<file path="config.mk">
export PLATFORM = sky130hd
export DESIGN_NAME = delta_modulation_pixel_decoder_top
export DESIGN_NICKNAME = d
export VERILOG_FILES = /design/src/rtl/dmpd_pkg.sv /design/src/rtl/dmpd_cfg.sv /design/src/rtl/dmpd_core.sv /design/src/rtl/delta_modulation_pixel_decoder_top.sv
export SDC_FILE = /design/constraint.sdc
export NUM_CORES = 1
export LEC_CHECK = 0
export BUFFER_PORTS_ARGS = -buffer_cell sky130_fd_sc_hd__clkbuf_2
export CAP_MARGIN = 20
export CORE_UTILIZATION = 57
export DETAILED_ROUTE_END_ITERATION = 7
export HOLD_SLACK_MARGIN = 0.1
export PLACE_DENSITY = 0.9
export SLEW_MARGIN = 20
export SYNTH_ARGS = -nofsm -noshare
export SYNTH_HDL_FRONTEND = slang
export SYNTH_SLANG_ARGS = --single-unit
</file>
<file path="constraint.sdc">
create_clock -name clk -period 5.7 [get_ports clk]
set_input_delay 1.14 -clock clk [delete_from_list [all_inputs] [get_ports clk]]
set_output_delay 1.14 -clock clk [all_outputs]
set_load 0.005 [all_outputs]
</file>
<file path="src/rtl/dmpd_pkg.sv">
// Shared types, constants and helper functions for the delta-modulation pixel decoder.
package dmpd_pkg;

    localparam int unsigned PixW   = 8;
    localparam int unsigned StepW  = 8;
    localparam int unsigned GlenW  = 5;
    localparam int unsigned PosW   = 4;
    localparam int unsigned BitCntW = 3;

    localparam logic [StepW-1:0] StepReset = 8'd16;
    localparam logic [GlenW-1:0] GlenReset = 5'd5;
    localparam logic [GlenW-1:0] MaxGroup  = 5'd16;
    localparam logic [PixW-1:0]  PixMax    = 8'd255;
    localparam logic [BitCntW-1:0] LastBit = 3'd7;

    localparam int unsigned AddrW = 3;
    localparam int unsigned DataW = 32;

    // register index codes (paddr[2])
    typedef enum logic
    {
        REG_STEP_SIZE    = 1'b0,
        REG_GROUP_LENGTH = 1'b1
    } reg_idx_t;

    typedef struct packed
    {
        logic [StepW-1:0] step_size;
        logic [GlenW-1:0] group_length;
    } cfg_t;

    // group length clamped to 1..16
    function automatic logic [GlenW-1:0] eff_len(input logic [GlenW-1:0] glen);
        logic [GlenW-1:0] r;
        begin
            if (glen < 5'd1)
                r = 5'd1;
            else if (glen > MaxGroup)
                r = MaxGroup;
            else
                r = glen;
            return r;
        end
    endfunction

    // one saturating delta step
    function automatic logic [PixW-1:0] delta_step(input logic [PixW-1:0] pred,
                                                   input logic [StepW-1:0] step,
                                                   input logic up);
        logic [PixW:0]   sum;
        logic [PixW-1:0] r;
        begin
            sum = {1'b0, pred} + {1'b0, step};
            if (up)
                r = sum[PixW] ? PixMax : sum[PixW-1:0];
            else
                r = (pred >= step) ? (pred - step) : '0;
            return r;
        end
    endfunction

endpackage

</file>
<file path="src/rtl/dmpd_cfg.sv">
// APB register block holding step size and group length.
module dmpd_cfg
(
    input  logic                        clk,
    input  logic                        rst_n,
    input  logic                        psel,
    input  logic                        penable,
    input  logic                        pwrite,
    input  logic [dmpd_pkg::AddrW-1:0]  paddr,
    input  logic [dmpd_pkg::DataW-1:0]  pwdata,
    output logic [dmpd_pkg::DataW-1:0]  prdata,
    output logic                        pready,
    output dmpd_pkg::cfg_t              cfg
);

    logic [dmpd_pkg::StepW-1:0] step_reg;
    logic [dmpd_pkg::StepW-1:0] step_next;
    logic [dmpd_pkg::GlenW-1:0] glen_reg;
    logic [dmpd_pkg::GlenW-1:0] glen_next;
    logic                       wr_en;
    dmpd_pkg::reg_idx_t         idx;

    assign pready = 1'b1;
    assign wr_en  = psel && penable && pwrite && pready;
    assign idx    = dmpd_pkg::reg_idx_t'(paddr[2]);

    always_comb
    begin
        step_next = step_reg;
        glen_next = glen_reg;
        if (wr_en)
        begin
            unique case (idx)
                dmpd_pkg::REG_STEP_SIZE:    step_next = pwdata[dmpd_pkg::StepW-1:0];
                dmpd_pkg::REG_GROUP_LENGTH: glen_next = pwdata[dmpd_pkg::GlenW-1:0];
                default:                    step_next = step_reg;
            endcase
        end
    end

    always_comb
    begin
        unique case (idx)
            dmpd_pkg::REG_STEP_SIZE:
                prdata = {{(dmpd_pkg::DataW-dmpd_pkg::StepW){1'b0}}, step_reg};
            dmpd_pkg::REG_GROUP_LENGTH:
                prdata = {{(dmpd_pkg::DataW-dmpd_pkg::GlenW){1'b0}}, glen_reg};
            default:
                prdata = '0;
        endcase
    end

    always_ff @(posedge clk or negedge rst_n)
    begin
        if (!rst_n)
        begin
            step_reg <= dmpd_pkg::StepReset;
            glen_reg <= dmpd_pkg::GlenReset;
        end
        else
        begin
            step_reg <= step_next;
            glen_reg <= glen_next;
        end
    end

    assign cfg.step_size    = step_reg;
    assign cfg.group_length = glen_reg;

endmodule

</file>
<file path="src/rtl/dmpd_core.sv">
// Decode datapath: input byte register, one-bit-per-cycle predictor step unless the output stalls, output register.
module dmpd_core
(
    input  logic                        clk,
    input  logic                        rst_n,
    input  dmpd_pkg::cfg_t              cfg,
    input  logic                        s_tvalid,
    output logic                        s_tready,
    input  logic [dmpd_pkg::PixW-1:0]   s_byte,
    output logic                        m_tvalid,
    input  logic                        m_tready,
    output logic [dmpd_pkg::PixW-1:0]   m_pixel,
    output logic                        m_last
);

    // work register
    logic                          busy_reg;
    logic                          busy_next;
    logic                          abs_reg;
    logic                          abs_next;
    logic [dmpd_pkg::PixW-1:0]     byte_reg;
    logic [dmpd_pkg::PixW-1:0]     byte_next;
    logic [dmpd_pkg::BitCntW-1:0]  cnt_reg;
    logic [dmpd_pkg::BitCntW-1:0]  cnt_next;
    // decoder state
    logic [dmpd_pkg::PixW-1:0]     pred_reg;
    logic [dmpd_pkg::PixW-1:0]     pred_next;
    logic [dmpd_pkg::PosW-1:0]     pos_reg;
    logic [dmpd_pkg::PosW-1:0]     pos_next;
    // output register
    logic                          ovalid_reg;
    logic                          ovalid_next;
    logic [dmpd_pkg::PixW-1:0]     opix_reg;
    logic [dmpd_pkg::PixW-1:0]     opix_next;
    logic                          olast_reg;
    logic                          olast_next;

    logic                          fire;
    logic                          fire_last;
    logic                          accept;
    logic                          item_last;
    logic [dmpd_pkg::PixW-1:0]     step_pix;
    logic [dmpd_pkg::GlenW-1:0]    pos_inc;

    assign item_last = abs_reg || (cnt_reg == dmpd_pkg::LastBit);
    assign fire      = busy_reg && (!ovalid_reg || m_tready);
    assign fire_last = fire && item_last;
    assign s_tready  = !busy_reg || fire_last;
    assign accept    = s_tvalid && s_tready;

    assign step_pix = abs_reg ? byte_reg
                              : dmpd_pkg::delta_step(pred_reg, cfg.step_size, byte_reg[0]);
    assign pos_inc  = {1'b0, pos_reg} + 5'd1;

    always_comb
    begin
        busy_next   = busy_reg;
        abs_next    = abs_reg;
        byte_next   = byte_reg;
        cnt_next    = cnt_reg;
        pred_next   = pred_reg;
        pos_next    = pos_reg;
        ovalid_next = ovalid_reg;
        opix_next   = opix_reg;
        olast_next  = olast_reg;

        if (ovalid_reg && m_tready)
            ovalid_next = 1'b0;

        if (fire)
        begin
            pred_next   = step_pix;
            opix_next   = step_pix;
            olast_next  = item_last;
            ovalid_next = 1'b1;
            byte_next   = {1'b0, byte_reg[dmpd_pkg::PixW-1:1]};
            cnt_next    = cnt_reg + 3'd1;
            if (item_last)
                busy_next = 1'b0;
        end

        if (accept)
        begin
            busy_next = 1'b1;
            abs_next  = (pos_reg == '0);
            byte_next = s_byte;
            cnt_next  = '0;
            if (pos_inc >= dmpd_pkg::eff_len(cfg.group_length))
                pos_next = '0;
            else
                pos_next = pos_inc[dmpd_pkg::PosW-1:0];
        end
    end

    always_ff @(posedge clk or negedge rst_n)
    begin
        if (!rst_n)
        begin
            busy_reg   <= 1'b0;
            ovalid_reg <= 1'b0;
            pred_reg   <= '0;
            pos_reg    <= '0;
            abs_reg    <= 1'b0;
            cnt_reg    <= '0;
        end
        else
        begin
            busy_reg   <= busy_next;
            ovalid_reg <= ovalid_next;
            pred_reg   <= pred_next;
            pos_reg    <= pos_next;
            abs_reg    <= abs_next;
            cnt_reg    <= cnt_next;
        end
    end

    always_ff @(posedge clk)
    begin
        byte_reg  <= byte_next;
        opix_reg  <= opix_next;
        olast_reg <= olast_next;
    end

    assign m_tvalid = ovalid_reg;
    assign m_pixel  = opix_reg;
    assign m_last   = olast_reg;

endmodule

</file>
<file path="src/rtl/delta_modulation_pixel_decoder_top.sv">
// Top level of the delta-modulation pixel decoder.
//
//  channel   dir  signals                                contents
//  s_axis    in   s_tvalid s_tready s_tdata[7:0]         one encoded byte per request
//  m_axis    out  m_tvalid m_tready m_tdata[7:0] m_tlast one pixel per request
//  apb       in   psel penable pwrite paddr pwdata ...   step_size @0x0, group_length @0x4
//
// An absolute byte gives one pixel, a delta byte eight, one pixel per cycle from the
// single predictor step unit while the output register is not stalled.
// The next byte is taken in the cycle its predecessor's last pixel enters the output
// register, so bytes flow without gaps. A stalled m_tready holds the output register
// and the step unit. rst_n clears predictor, group position and valid flags; there is
// no clearing pass.
module delta_modulation_pixel_decoder_top
(
    input  logic                        clk,
    input  logic                        rst_n,
    input  logic                        s_tvalid,
    output logic                        s_tready,
    input  logic [7:0]                  s_tdata,    // [7:0] in_byte
    output logic                        m_tvalid,
    input  logic                        m_tready,
    output logic [7:0]                  m_tdata,    // [7:0] pixel
    output logic                        m_tlast,
    input  logic                        psel,
    input  logic                        penable,
    input  logic                        pwrite,
    input  logic [dmpd_pkg::AddrW-1:0]  paddr,
    input  logic [dmpd_pkg::DataW-1:0]  pwdata,
    output logic [dmpd_pkg::DataW-1:0]  prdata,
    output logic                        pready
);

    dmpd_pkg::cfg_t cfg;

    dmpd_cfg u_cfg
    (
        .clk     (clk),
        .rst_n   (rst_n),
        .psel    (psel),
        .penable (penable),
        .pwrite  (pwrite),
        .paddr   (paddr),
        .pwdata  (pwdata),
        .prdata  (prdata),
        .pready  (pready),
        .cfg     (cfg)
    );

    dmpd_core u_core
    (
        .clk      (clk),
        .rst_n    (rst_n),
        .cfg      (cfg),
        .s_tvalid (s_tvalid),
        .s_tready (s_tready),
        .s_byte   (s_tdata),
        .m_tvalid (m_tvalid),
        .m_tready (m_tready),
        .m_pixel  (m_tdata),
        .m_last   (m_tlast)
    );

`ifndef SYNTHESIS
    // a stalled pixel that is not the last of its byte means the byte is still in work
    a_no_accept_mid_byte: assert property (@(posedge clk) disable iff (!rst_n)
        (m_tvalid && !m_tready && !m_tlast) |-> !s_tready)
        else $error("input request taken while a byte is still being decoded");

    // an accepted byte reaches the output register through the byte register
    a_pixel_follows: assert property (@(posedge clk) disable iff (!rst_n)
        (s_tvalid && s_tready && !m_tvalid) |-> ##2 m_tvalid)
        else $error("no pixel after accepted byte");

    // a step_size write lands in the register
    a_step_write: assert property (@(posedge clk) disable iff (!rst_n)
        (psel && penable && pwrite && pready && (paddr[2] == dmpd_pkg::REG_STEP_SIZE))
            |=> (cfg.step_size == $past(pwdata[dmpd_pkg::StepW-1:0])))
        else $error("step_size write lost");
`endif

endmodule
</file>
Word level (Yosys, flattened, before mapping)
Cells that the tools add are included.
{"block": "classes", "bitwise": 1, "n_reduce_logical": 18, "n_lt_le_gt_ge": 4, "n_addsub": 4, "eq_ne": 1, "mux": 18}
{"op": "$pmux W32 S2", "n": 1}
{"op": "$mux W8", "n": 6}
{"op": "$mux W5", "n": 3}
{"op": "$add A8 B8 Y9", "n": 1}
{"op": "$ge A8 B8 Y1", "n": 1}
{"op": "$sub A8 B8 Y8", "n": 1}
{"op": "$logic_and A1 B1 Y1", "n": 6}
{"op": "$mux W3", "n": 2}
{"op": "$reduce_and A2 Y1", "n": 3}
{"op": "$reduce_bool A2 Y1", "n": 3}
{"op": "$add A4 B1 Y5 const B", "n": 1}
{"op": "$ge A5 B5 Y1", "n": 1}
{"op": "$gt A5 B5 Y1 const B", "n": 1}
{"op": "$lt A5 B1 Y1 const B", "n": 1}
{"op": "$mux W1", "n": 5}
{"op": "$logic_not A4 Y1", "n": 1}
{"op": "$mux W4", "n": 1}
{"op": "$add A3 B1 Y3 const B", "n": 1}
{"op": "$eq A3 B3 Y1 const B", "n": 1}
{"op": "$logic_or A1 B1 Y1", "n": 3}
{"op": "$logic_not A1 Y1", "n": 2}
{"op": "$not A1 Y1", "n": 1}
{"block": "word_totals", "ff_bits": 48, "wordCells": 57, "out_inout_bits": 44}

Logic depth before layout (Yosys ltp)
Gate-level depths: netlist of the first run.
{"block": "depth", "depth_word": 9, "depth_mapped": 10}

Cells and area by module
From an unflattened synthesis of the first run, not the netlist that was laid out.
{"block": "unflattened", "hier_cells": 336, "area_unflattened_um2": 3377.0}
{"module": "dmpd_core", "area_per_inst_um2": 2583.7, "cells_each": 272, "instances": 1}
{"module": "dmpd_cfg", "area_per_inst_um2": 793.3, "cells_each": 64, "instances": 1}

Worst setup path before layout of the first run
No wires, ideal clock.
{"block": "synth_timing", "path_type": "input to output", "startpoint": "in paddr[2] in the netlist's numbering", "endpoint": "out prdata[2] in the netlist's numbering", "stages": 3, "t_arrival_ns": 1.525, "required_ns": 4.560, "slack_ns": 3.035, "path_cell_list": "clkbuf_1 -> nand2_1 -> o21ai_0"}
{"block": "synth_via", "elab_chain_len": 2}
{"item": "start: declaration", "line_no": "delta_modulation_pixel_decoder_top.sv:28", "text": "input logic [dmpd_pkg::AddrW-1:0] paddr,"}
{"item": "$not A1 Y1 (no source line)"}
{"item": "$pmux W32 S2 (*)", "line_no": "dmpd_cfg.sv:43", "text": "unique case (idx)"}
{"item": "end: declaration", "line_no": "delta_modulation_pixel_decoder_top.sv:30", "text": "output logic [dmpd_pkg::DataW-1:0] prdata,"}
Mark *: on every way between the ends. The rest lies on a longest branch, timed or not. The select of a mux whose other input is x is not followed.

Worst setup path after layout of the first run
{"block": "layout_timing", "startpoint": "in paddr[2] in the netlist's numbering", "endpoint": "out prdata[0] in the netlist's numbering"}
Same word-level chain as after synthesis.

==> flow_summary_export.csv, run 1 <==
group,metric,value,unit
outcome,status,"finished, final reports clean",
clock_network,worst_setup_hold_path_clk_slew,90,ps
critical_path,crit_start,"paddr[2]",
timing,clock.fmax,332,MHz
timing,fin_crit_sh,52.9,%
die,pin_count,94,
route,avgRoutedWirePerCell,14.8,microns
timing,max_slew_headroom,44.8,%
cells_and_area,fillerInstances,453,
critical_path,critPathKind,"in -> out",
synth,yosysWarningCount,0,
critical_path,ff2ff_path_depth,8,
clock_network,tritoncts_num_sinks,48,
global_routing,first_global_vias,2380,
clock_network,cts_tree,"yes",
power_and_ir_drop,vdd.ir_drop.worst,0.336,mV
die,core_area,5570,sq um
synth,post_synth_inst_count,348,
critical_path,critical_path_arrival,1880,ps
synth,yosysTopAreaCellShare,21.1,%
route,route.detailed.vias_per_inst,5.54,
clock_network,worstSkewPairLatency,310,ps
timing,setup_violations,0,
cells_and_area,multi_input_comb_area,1760,sq um
global_routing,initial_antenna_violation_count,0,
clock_network,clk_tree_root_cell,"sky130_fd_sc_hd__clkbuf_8",
route,antenna_left,0,
placed_design,place.detailed.hpwl,5.05,mm
critical_path,critPathMaxFanout,14,
synth,post_synth_most_frequent_cells,"sky130_fd_sc_hd__nand2_1, sky130_fd_sc_hd__dfrtp_1, sky130_fd_sc_hd__buf_4, sky130_fd_sc_hd__ha_1, sky130_fd_sc_hd__inv_1",
placed_design,cell_count_post_placement,447,
global_routing,grt_start_max_net_pins,32,
cells_and_area,drive_above_1_share,23.2,%
global_routing,grt_usage,23.4,%
critical_path,crit-reg2reg-capture,"u_core.m_pixel[7]",
synth,post_synth_num_cell_types,63,
synth,synth_area_leader_cell,"sky130_fd_sc_hd__dfrtp_1",
synth,ys_ff_latch,48,
global_routing,grt_first_pass_wirelength,11.2,mm
critical_path,critPathCapture,"prdata[0]",
synth,synth.most_common_cell,"sky130_fd_sc_hd__nand2_1",
timing,worstMarginPinSlew,828,ps
critical_path,required,4560,ps
clock_network,cts_max_path_buffers,2,
die,floorplan.die.height,78.3,microns
cells_and_area,final_nets,459,
flow_run,max_cap_violations,0,
cells_and_area,area.sequential,1290,sq um
timing,slew_viol_final,0,
placed_design,io_buffer_count,42,
cells_and_area,post_layout_cell_count,455,
die,initial_core_utilization,59.6,%
cells_and_area,antenna_cells,0,
critical_path,setup.reg_to_reg.worst_slack,2760,ps
clock_network,ctsHtreeMaxLevel,2,
min_path,worstHoldPathType,"reg -> reg",
route,drt_first_iter_violations,145,
power_and_ir_drop,leakagePower,1.71,nW
clock_network,cts_setup_buffers,0,
clock_network,cts.repair.resized,0,
die,die_width,78.3,microns
timing,final_period_minus_worst_setup_slack,3020,ps
synth,asyncSetResetFlopFracSynth,64.6,%
synth,yosys_most_used_dff,"sky130_fd_sc_hd__dfrtp_1",
route,detailedRoute.firstPassIterationCount,4,
synth,edff_count_synth,17,
critical_path,regToRegStartpoint,"u_cfg.step_reg[1]",
critical_path,cp-end-kind,"primary output",
timing,total_negative_slack_for_setup_checks,0,ps
route,drt-total-wl,6.74,mm
power_and_ir_drop,power_per_cell_area,563,nW/um^2
timing,finalHoldViolations,0,
route,drcViolationCount,0,
die,die-area,6140,sq um
timing,setup_repair_after_global_routing_missed_its_margin,"false",
global_routing,overflow,0,
clock_network,cts_hold_buffers,0,
synth,syn-cell-area,3320,sq um
placed_design,place_congestion,0.900,
die,cell_row_count,27,
synth,seq_area_frac_synth,38.8,%
synth,postSynthAreaPerCell,9.55,sq um
timing,layout_skew,13.8,ps
critical_path,crit_path_start_kind,"primary input",
cells_and_area,area_delta_synth_final,7.72,%
synth,synth_area_leaders,"sky130_fd_sc_hd__dfrtp_1, sky130_fd_sc_hd__edfxtp_1, sky130_fd_sc_hd__ha_1",
clock_network,cts-buffers-inserted,5,
route,routed-via-count,2519,
-- logic make-up (layout without fill, tap and decap cells) --
family	Yosys count	count (layout)	synth area share [%]
AOI/OAI and AO/OA	65	65	14.0
xor gates and xnor gates	7	7	1.85
adders and majority gates	27	27	10.6
buffers and inverters	61	73	10.7
DFF	48	48	38.8
muxes	19	19	6.44
other	2	25	0.226
and+or+nand+nor	119	119	17.4
-- stage by stage --
stage	cell area [sq um]	worst slack [ps]	utilization, %	hold slack, ps	power (mW)
floorplan	3410	3030	-	457	1.47
global placement	3440	2690	61.7	463	1.67
detailed placement	3440	2690	61.7	491	1.70
CTS	3580	2680	64.2	511	2.01
global route	3580	2590	64.2	548	2.18
finish	3580	2680	64.2	506	2.01
-- layout by cell type, fill, tap and decap left out, types with 3 or more instances in the layout --
cell                       instances
sky130_fd_sc_hd__and2_1            3
sky130_fd_sc_hd__mux2_2           19
sky130_fd_sc_hd__a31oi_1           4
sky130_fd_sc_hd__nand3_1           7
sky130_fd_sc_hd__dfstp_2           3
sky130_fd_sc_hd__a21oi_1           7
sky130_fd_sc_hd__o21ai_1           3
sky130_fd_sc_hd__xnor2_1           4
sky130_fd_sc_hd__nor2_1           19
sky130_fd_sc_hd__clkbuf_8          5
sky130_fd_sc_hd__nor3_1            7
sky130_fd_sc_hd__ha_1             25
sky130_fd_sc_hd__dfrtp_1          28
sky130_fd_sc_hd__and3_1            5
sky130_fd_sc_hd__nand2b_1          9
sky130_fd_sc_hd__edfxtp_1         17
sky130_fd_sc_hd__nand2_1          49
sky130_fd_sc_hd__o31ai_1           4
sky130_fd_sc_hd__inv_1            22
sky130_fd_sc_hd__nor2b_1           5
sky130_fd_sc_hd__xor2_1            3
sky130_fd_sc_hd__clkbuf_2         42
sky130_fd_sc_hd__o21ai_0          21
sky130_fd_sc_hd__a21o_1            5
sky130_fd_sc_hd__conb_1           25
-- metal layers --
layer  vias to the layer above  routed length [microns]  global-route usage [%]
met5                         -                        0                       0
met4                         0                       61                    5.74
met3                         7                      268                    4.30
met2                        71                     3350                    39.9
met1                      1215                     3060                    30.6
li1                       1226                        -                       -
-- cell type report --
cell class | instances | share of cell area (%)
clock buffer | 5 | 1.92
clock inverter | 3 | 1.92
timing repair buffer | 42 | 5.87
tap | 72 | 2.52
sequential | 48 | 36.0
multi-input combinational | 262 | 49.3
inverter | 23 | 2.41
-- report_power, final --
group	internal (mW)	switching, mW
Sequential	0.537	0.116
Combinational	0.465	0.594
Clock	0.177	0.126
Total	1.18	0.836
-- critical path, cell delays in order --
cell and delay (ps):
sky130_fd_sc_hd__clkbuf_2 250, sky130_fd_sc_hd__mux2_2 370, sky130_fd_sc_hd__clkbuf_2 110
-- worst min path at each step --
| stage | cells past startpoint | from | to |
|---|---|---|---|
| after floorplan | 1 | u_core.busy_reg | u_core.m_tvalid |
| after detailed placement | 1 | u_core.busy_reg | u_core.m_tvalid |
| final | 1 | u_core.busy_reg | u_core.m_tvalid |
| after CTS | 1 | u_core.busy_reg | u_core.m_tvalid |
| after global placement | 1 | u_core.busy_reg | u_core.m_tvalid |
| after global routing | 1 | u_core.busy_reg | u_core.m_tvalid |
No activity file was read; power rests on OpenSTA's default activity.
==> run 2, diff against run 1 <==
ABC_AREA = 1   (was not set)
CORE_UTILIZATION = 53   (was 57)
PLACE_DENSITY = 0.85   (was 0.9)
clock period = 3.2 ns   (was 5.7 ns; I/O delays follow)
==> run 2 against run 1 <==
Via count is 4.3% higher. Wire length is 5.0% lower. First-iteration DRC count is 54% higher. Core utilization is 4.9 points lower. Die area is 5.5% higher. Non-clock buffer count stayed put. Power is 62% higher. Final cell count is 16% higher. Sequential share of layout area is 0.71 points higher. Area after synthesis is 1.7% lower. Critical endpoint is now u_core.pos_reg[0]. Largest cell class unchanged. Highest routed layer unchanged.
==> flow_summary_export.csv, run 2 <==
group,metric,value,unit
die,cell_row_count,28,
placed_design,cell_count_post_placement,522,
timing,finalHoldViolations,0,
clock_network,cts_tree,"yes",
clock_network,cts_max_path_buffers,2,
timing,setup_repair_after_global_routing_missed_its_margin,"false",
timing,setup_violations,0,
timing,max_slew_headroom,49.7,%
route,drcViolationCount,0,
route,route.detailed.vias_per_inst,4.96,
synth,yosys_most_used_dff,"sky130_fd_sc_hd__dfrtp_1",
global_routing,met3_usage_in_global_routing,3.75,%
cells_and_area,final_core_util,59.3,%
timing,finalWorstSetupSlack,935,ps
synth,post_synth_inst_count,416,
timing,hold-worst-slack,387,ps
global_routing,global_route.usage.met1,28.9,%
clock_network,worst_setup_hold_path_clk_slew,90,ps
cells_and_area,mostFrequentLayoutCell,"sky130_fd_sc_hd__nand2_1",
critical_path,cp-end-kind,"register",
clock_network,clk_tree_root_cell,"sky130_fd_sc_hd__clkbuf_8",
synth,syn-cell-area,3260,sq um
clock_network,worstSkewPairLatency,300,ps
synth,yosysTopAreaCellShare,21.5,%
critical_path,crit-reg2reg-capture,"u_core.pos_reg[0]",
global_routing,overflow,0,
route,detailedRoute.firstPassIterationCount,4,
clock_network,cts-buffers-inserted,5,
cells_and_area,layout_common_cells,"sky130_fd_sc_hd__nand2_1, sky130_fd_sc_hd__inv_1, sky130_fd_sc_hd__clkbuf_2",
flow_run,max_cap_violations,0,
synth,synth_area_leader_cell,"sky130_fd_sc_hd__dfrtp_1",
synth,edff_count_synth,17,
placed_design,place.detailed.hpwl,5.06,mm
cells_and_area,antenna_cells,0,
die,die-area,6480,sq um
synth,post_synth_most_frequent_cells,"sky130_fd_sc_hd__nand2_1, sky130_fd_sc_hd__inv_1, sky130_fd_sc_hd__o21ai_0, sky130_fd_sc_hd__nand3_1, sky130_fd_sc_hd__dfrtp_1",
die,floorplan.die.height,80.5,microns
synth,postSynthAreaPerCell,7.85,sq um
synth,synth_area_leaders,"sky130_fd_sc_hd__dfrtp_1, sky130_fd_sc_hd__edfxtp_1, sky130_fd_sc_hd__nand2_1",
placed_design,io_buffer_count,42,
cells_and_area,final_nets,531,
placed_design,preCtsSetupSlack,704,ps
route,routed-via-count,2627,
clock_network,cts_setup_buffers,0,
synth,synth.most_common_cell,"sky130_fd_sc_hd__nand2_1",
global_routing,first_global_vias,2317,
power_and_ir_drop,power_per_cell_area,930,nW/um^2
synth,yosysWarningCount,0,
timing,slew_viol_final,0,
power_and_ir_drop,leakagePower,1.87,nW
global_routing,grt_most_used_layer,"met2",
critical_path,setup.reg_to_reg.worst_slack,940,ps
synth,asyncSetResetFlopFracSynth,64.6,%
timing,final_period_minus_worst_setup_slack,2260,ps
critical_path,crit_path_start_kind,"register",
critical_path,critical_path_arrival,2480,ps
clock_network,cts_hold_buffers,0,
critical_path,cp_cell_sequence,"or4_1 > o21ai_0 > ha_1 > o21ai_0 > a21boi_0 > o21ai_0 > nand2_1 > nand2_1 > nand3_1 > o21ai_0",
critical_path,top_cell_by_count_worst_path,"sky130_fd_sc_hd__o21ai_0",
placed_design,dpl_cell_area,3420,sq um
synth,seq_area_frac_synth,39.5,%
global_routing,grt_first_pass_wirelength,10.6,mm
timing,fin_crit_sh,70.8,%
synth,post_synth_num_cell_types,34,
power_and_ir_drop,total_power_draw,3.26,mW
clock_network,ctsHtreeMaxLevel,2,
cells_and_area,area_delta_synth_final,7.51,%
cells_and_area,fin_area,3510,sq um
timing,layout_skew,4.59,ps
die,initial_core_utilization,55.1,%
cells_and_area,post_layout_cell_count,530,
route,drt-total-wl,6.41,mm
critical_path,regToRegStartpoint,"u_cfg.glen_reg[1]",
outcome,status,"finished, final reports clean",
critical_path,critPathMaxFanout,4,
critical_path,crit_path_top_delay_cell,"sky130_fd_sc_hd__or4_1",
timing,total_negative_slack_for_setup_checks,0,ps
die,die_width,80.5,microns
timing,worstMarginPinSlew,755,ps
die,core_area,5920,sq um
clock_network,tritoncts_num_sinks,48,
global_routing,groute.layer.met2.usage,35.1,%
critical_path,critical-path-max-stage-delay,530,ps
min_path,worstHoldPathType,"in -> async",
route,drt_first_iter_violations,223,
timing,clock.fmax,442,MHz
synth,ys_ff_latch,48,
critical_path,critPathKind,"reg -> reg",
critical_path,ff2ff_path_depth,10,
critical_path,required,3420,ps
global_routing,grt_start_max_net_pins,32,
global_routing,grt_usage,21.5,%
placed_design,place_congestion,0.940,
clock_network,cts.repair.resized,0,
global_routing,initial_antenna_violation_count,0,
route,avgRoutedWirePerCell,12.1,microns
cells_and_area,drive_above_1_share,13.8,%
power_and_ir_drop,vdd.ir_drop.worst,0.364,mV
die,pin_count,94,
route,antenna_left,0,
## run 2: cell types whose count changed after synthesis, sizes merged, moves of 5 or more
cell,change
a21oi,+6
inv,+31
mux2,-19
and3,-5
a21boi,+6
a21o,-5
nor3,-6
nand3,+24
nand2,+74
nor2b,-6
xor2,+5
o21ai,+10
nand2b,-9
## run 2: area by class of cell
type / instances / area [sq um]
clock buffer: 5 / 68.8
clock inverter: 3 / 17.5
fill: 541 / 2410
inverter: 54 / 203
multi-input combinational: 303 / 1630
sequential: 48 / 1290
tap: 75 / 93.8
timing repair buffer: 42 / 210
## run 2: report_power, final
| group | internal [mW] | switching (mW) |
|---|---|---|
| clock network | 0.153 | 0.220 |
| logic | 0.635 | 1.12 |
| registers | 0.969 | 0.169 |
| total | 1.76 | 1.51 |
## run 2: how the worst max path moves through the flow
stage,end,slack (ps),startpoint
global route,u_core.pos_reg[0],780,u_cfg.glen_reg[1]
finish,u_core.pos_reg[0],940,u_cfg.glen_reg[1]
global placement,u_core.byte_reg[1],800,m_tready
detailed placement,u_core.byte_reg[4],700,m_tready
floorplan,u_core.pos_reg[3],1210,u_cfg.glen_reg[1]
CTS,u_core.pos_reg[0],930,u_cfg.glen_reg[1]
## run 2: layer usage
metal,part of all wire (%),up-vias
met2,47,78
met5,0,-
met1,46,1191
met3,5.1,5
li1,-,1353
met4,1.2,0
## run 2: kinds of logic (layout without fill, tap and decap cells)
group | Yosys count | count (layout) | share of synthesized area (%)
xor gates and xnor gates | 9 | 9 | 2.41
buffers and inverters | 88 | 104 | 13.3
AOI/OAI and AO/OA | 58 | 58 | 10.2
adders and majority gates | 27 | 27 | 10.8
other | 2 | 25 | 0.230
DFF | 48 | 48 | 39.5
and+or+nand+nor | 184 | 184 | 23.5
## run 2: worst max-delay path: cells and delay by family, from the launching register on
family / cells / cell delay (ps)
AND/OR/NAND/NOR: 4 / 790
AO/OA/AOI/OAI: 5 / 720
flip-flops: 1 / 420
adder cells (fa/ha/maj): 1 / 250
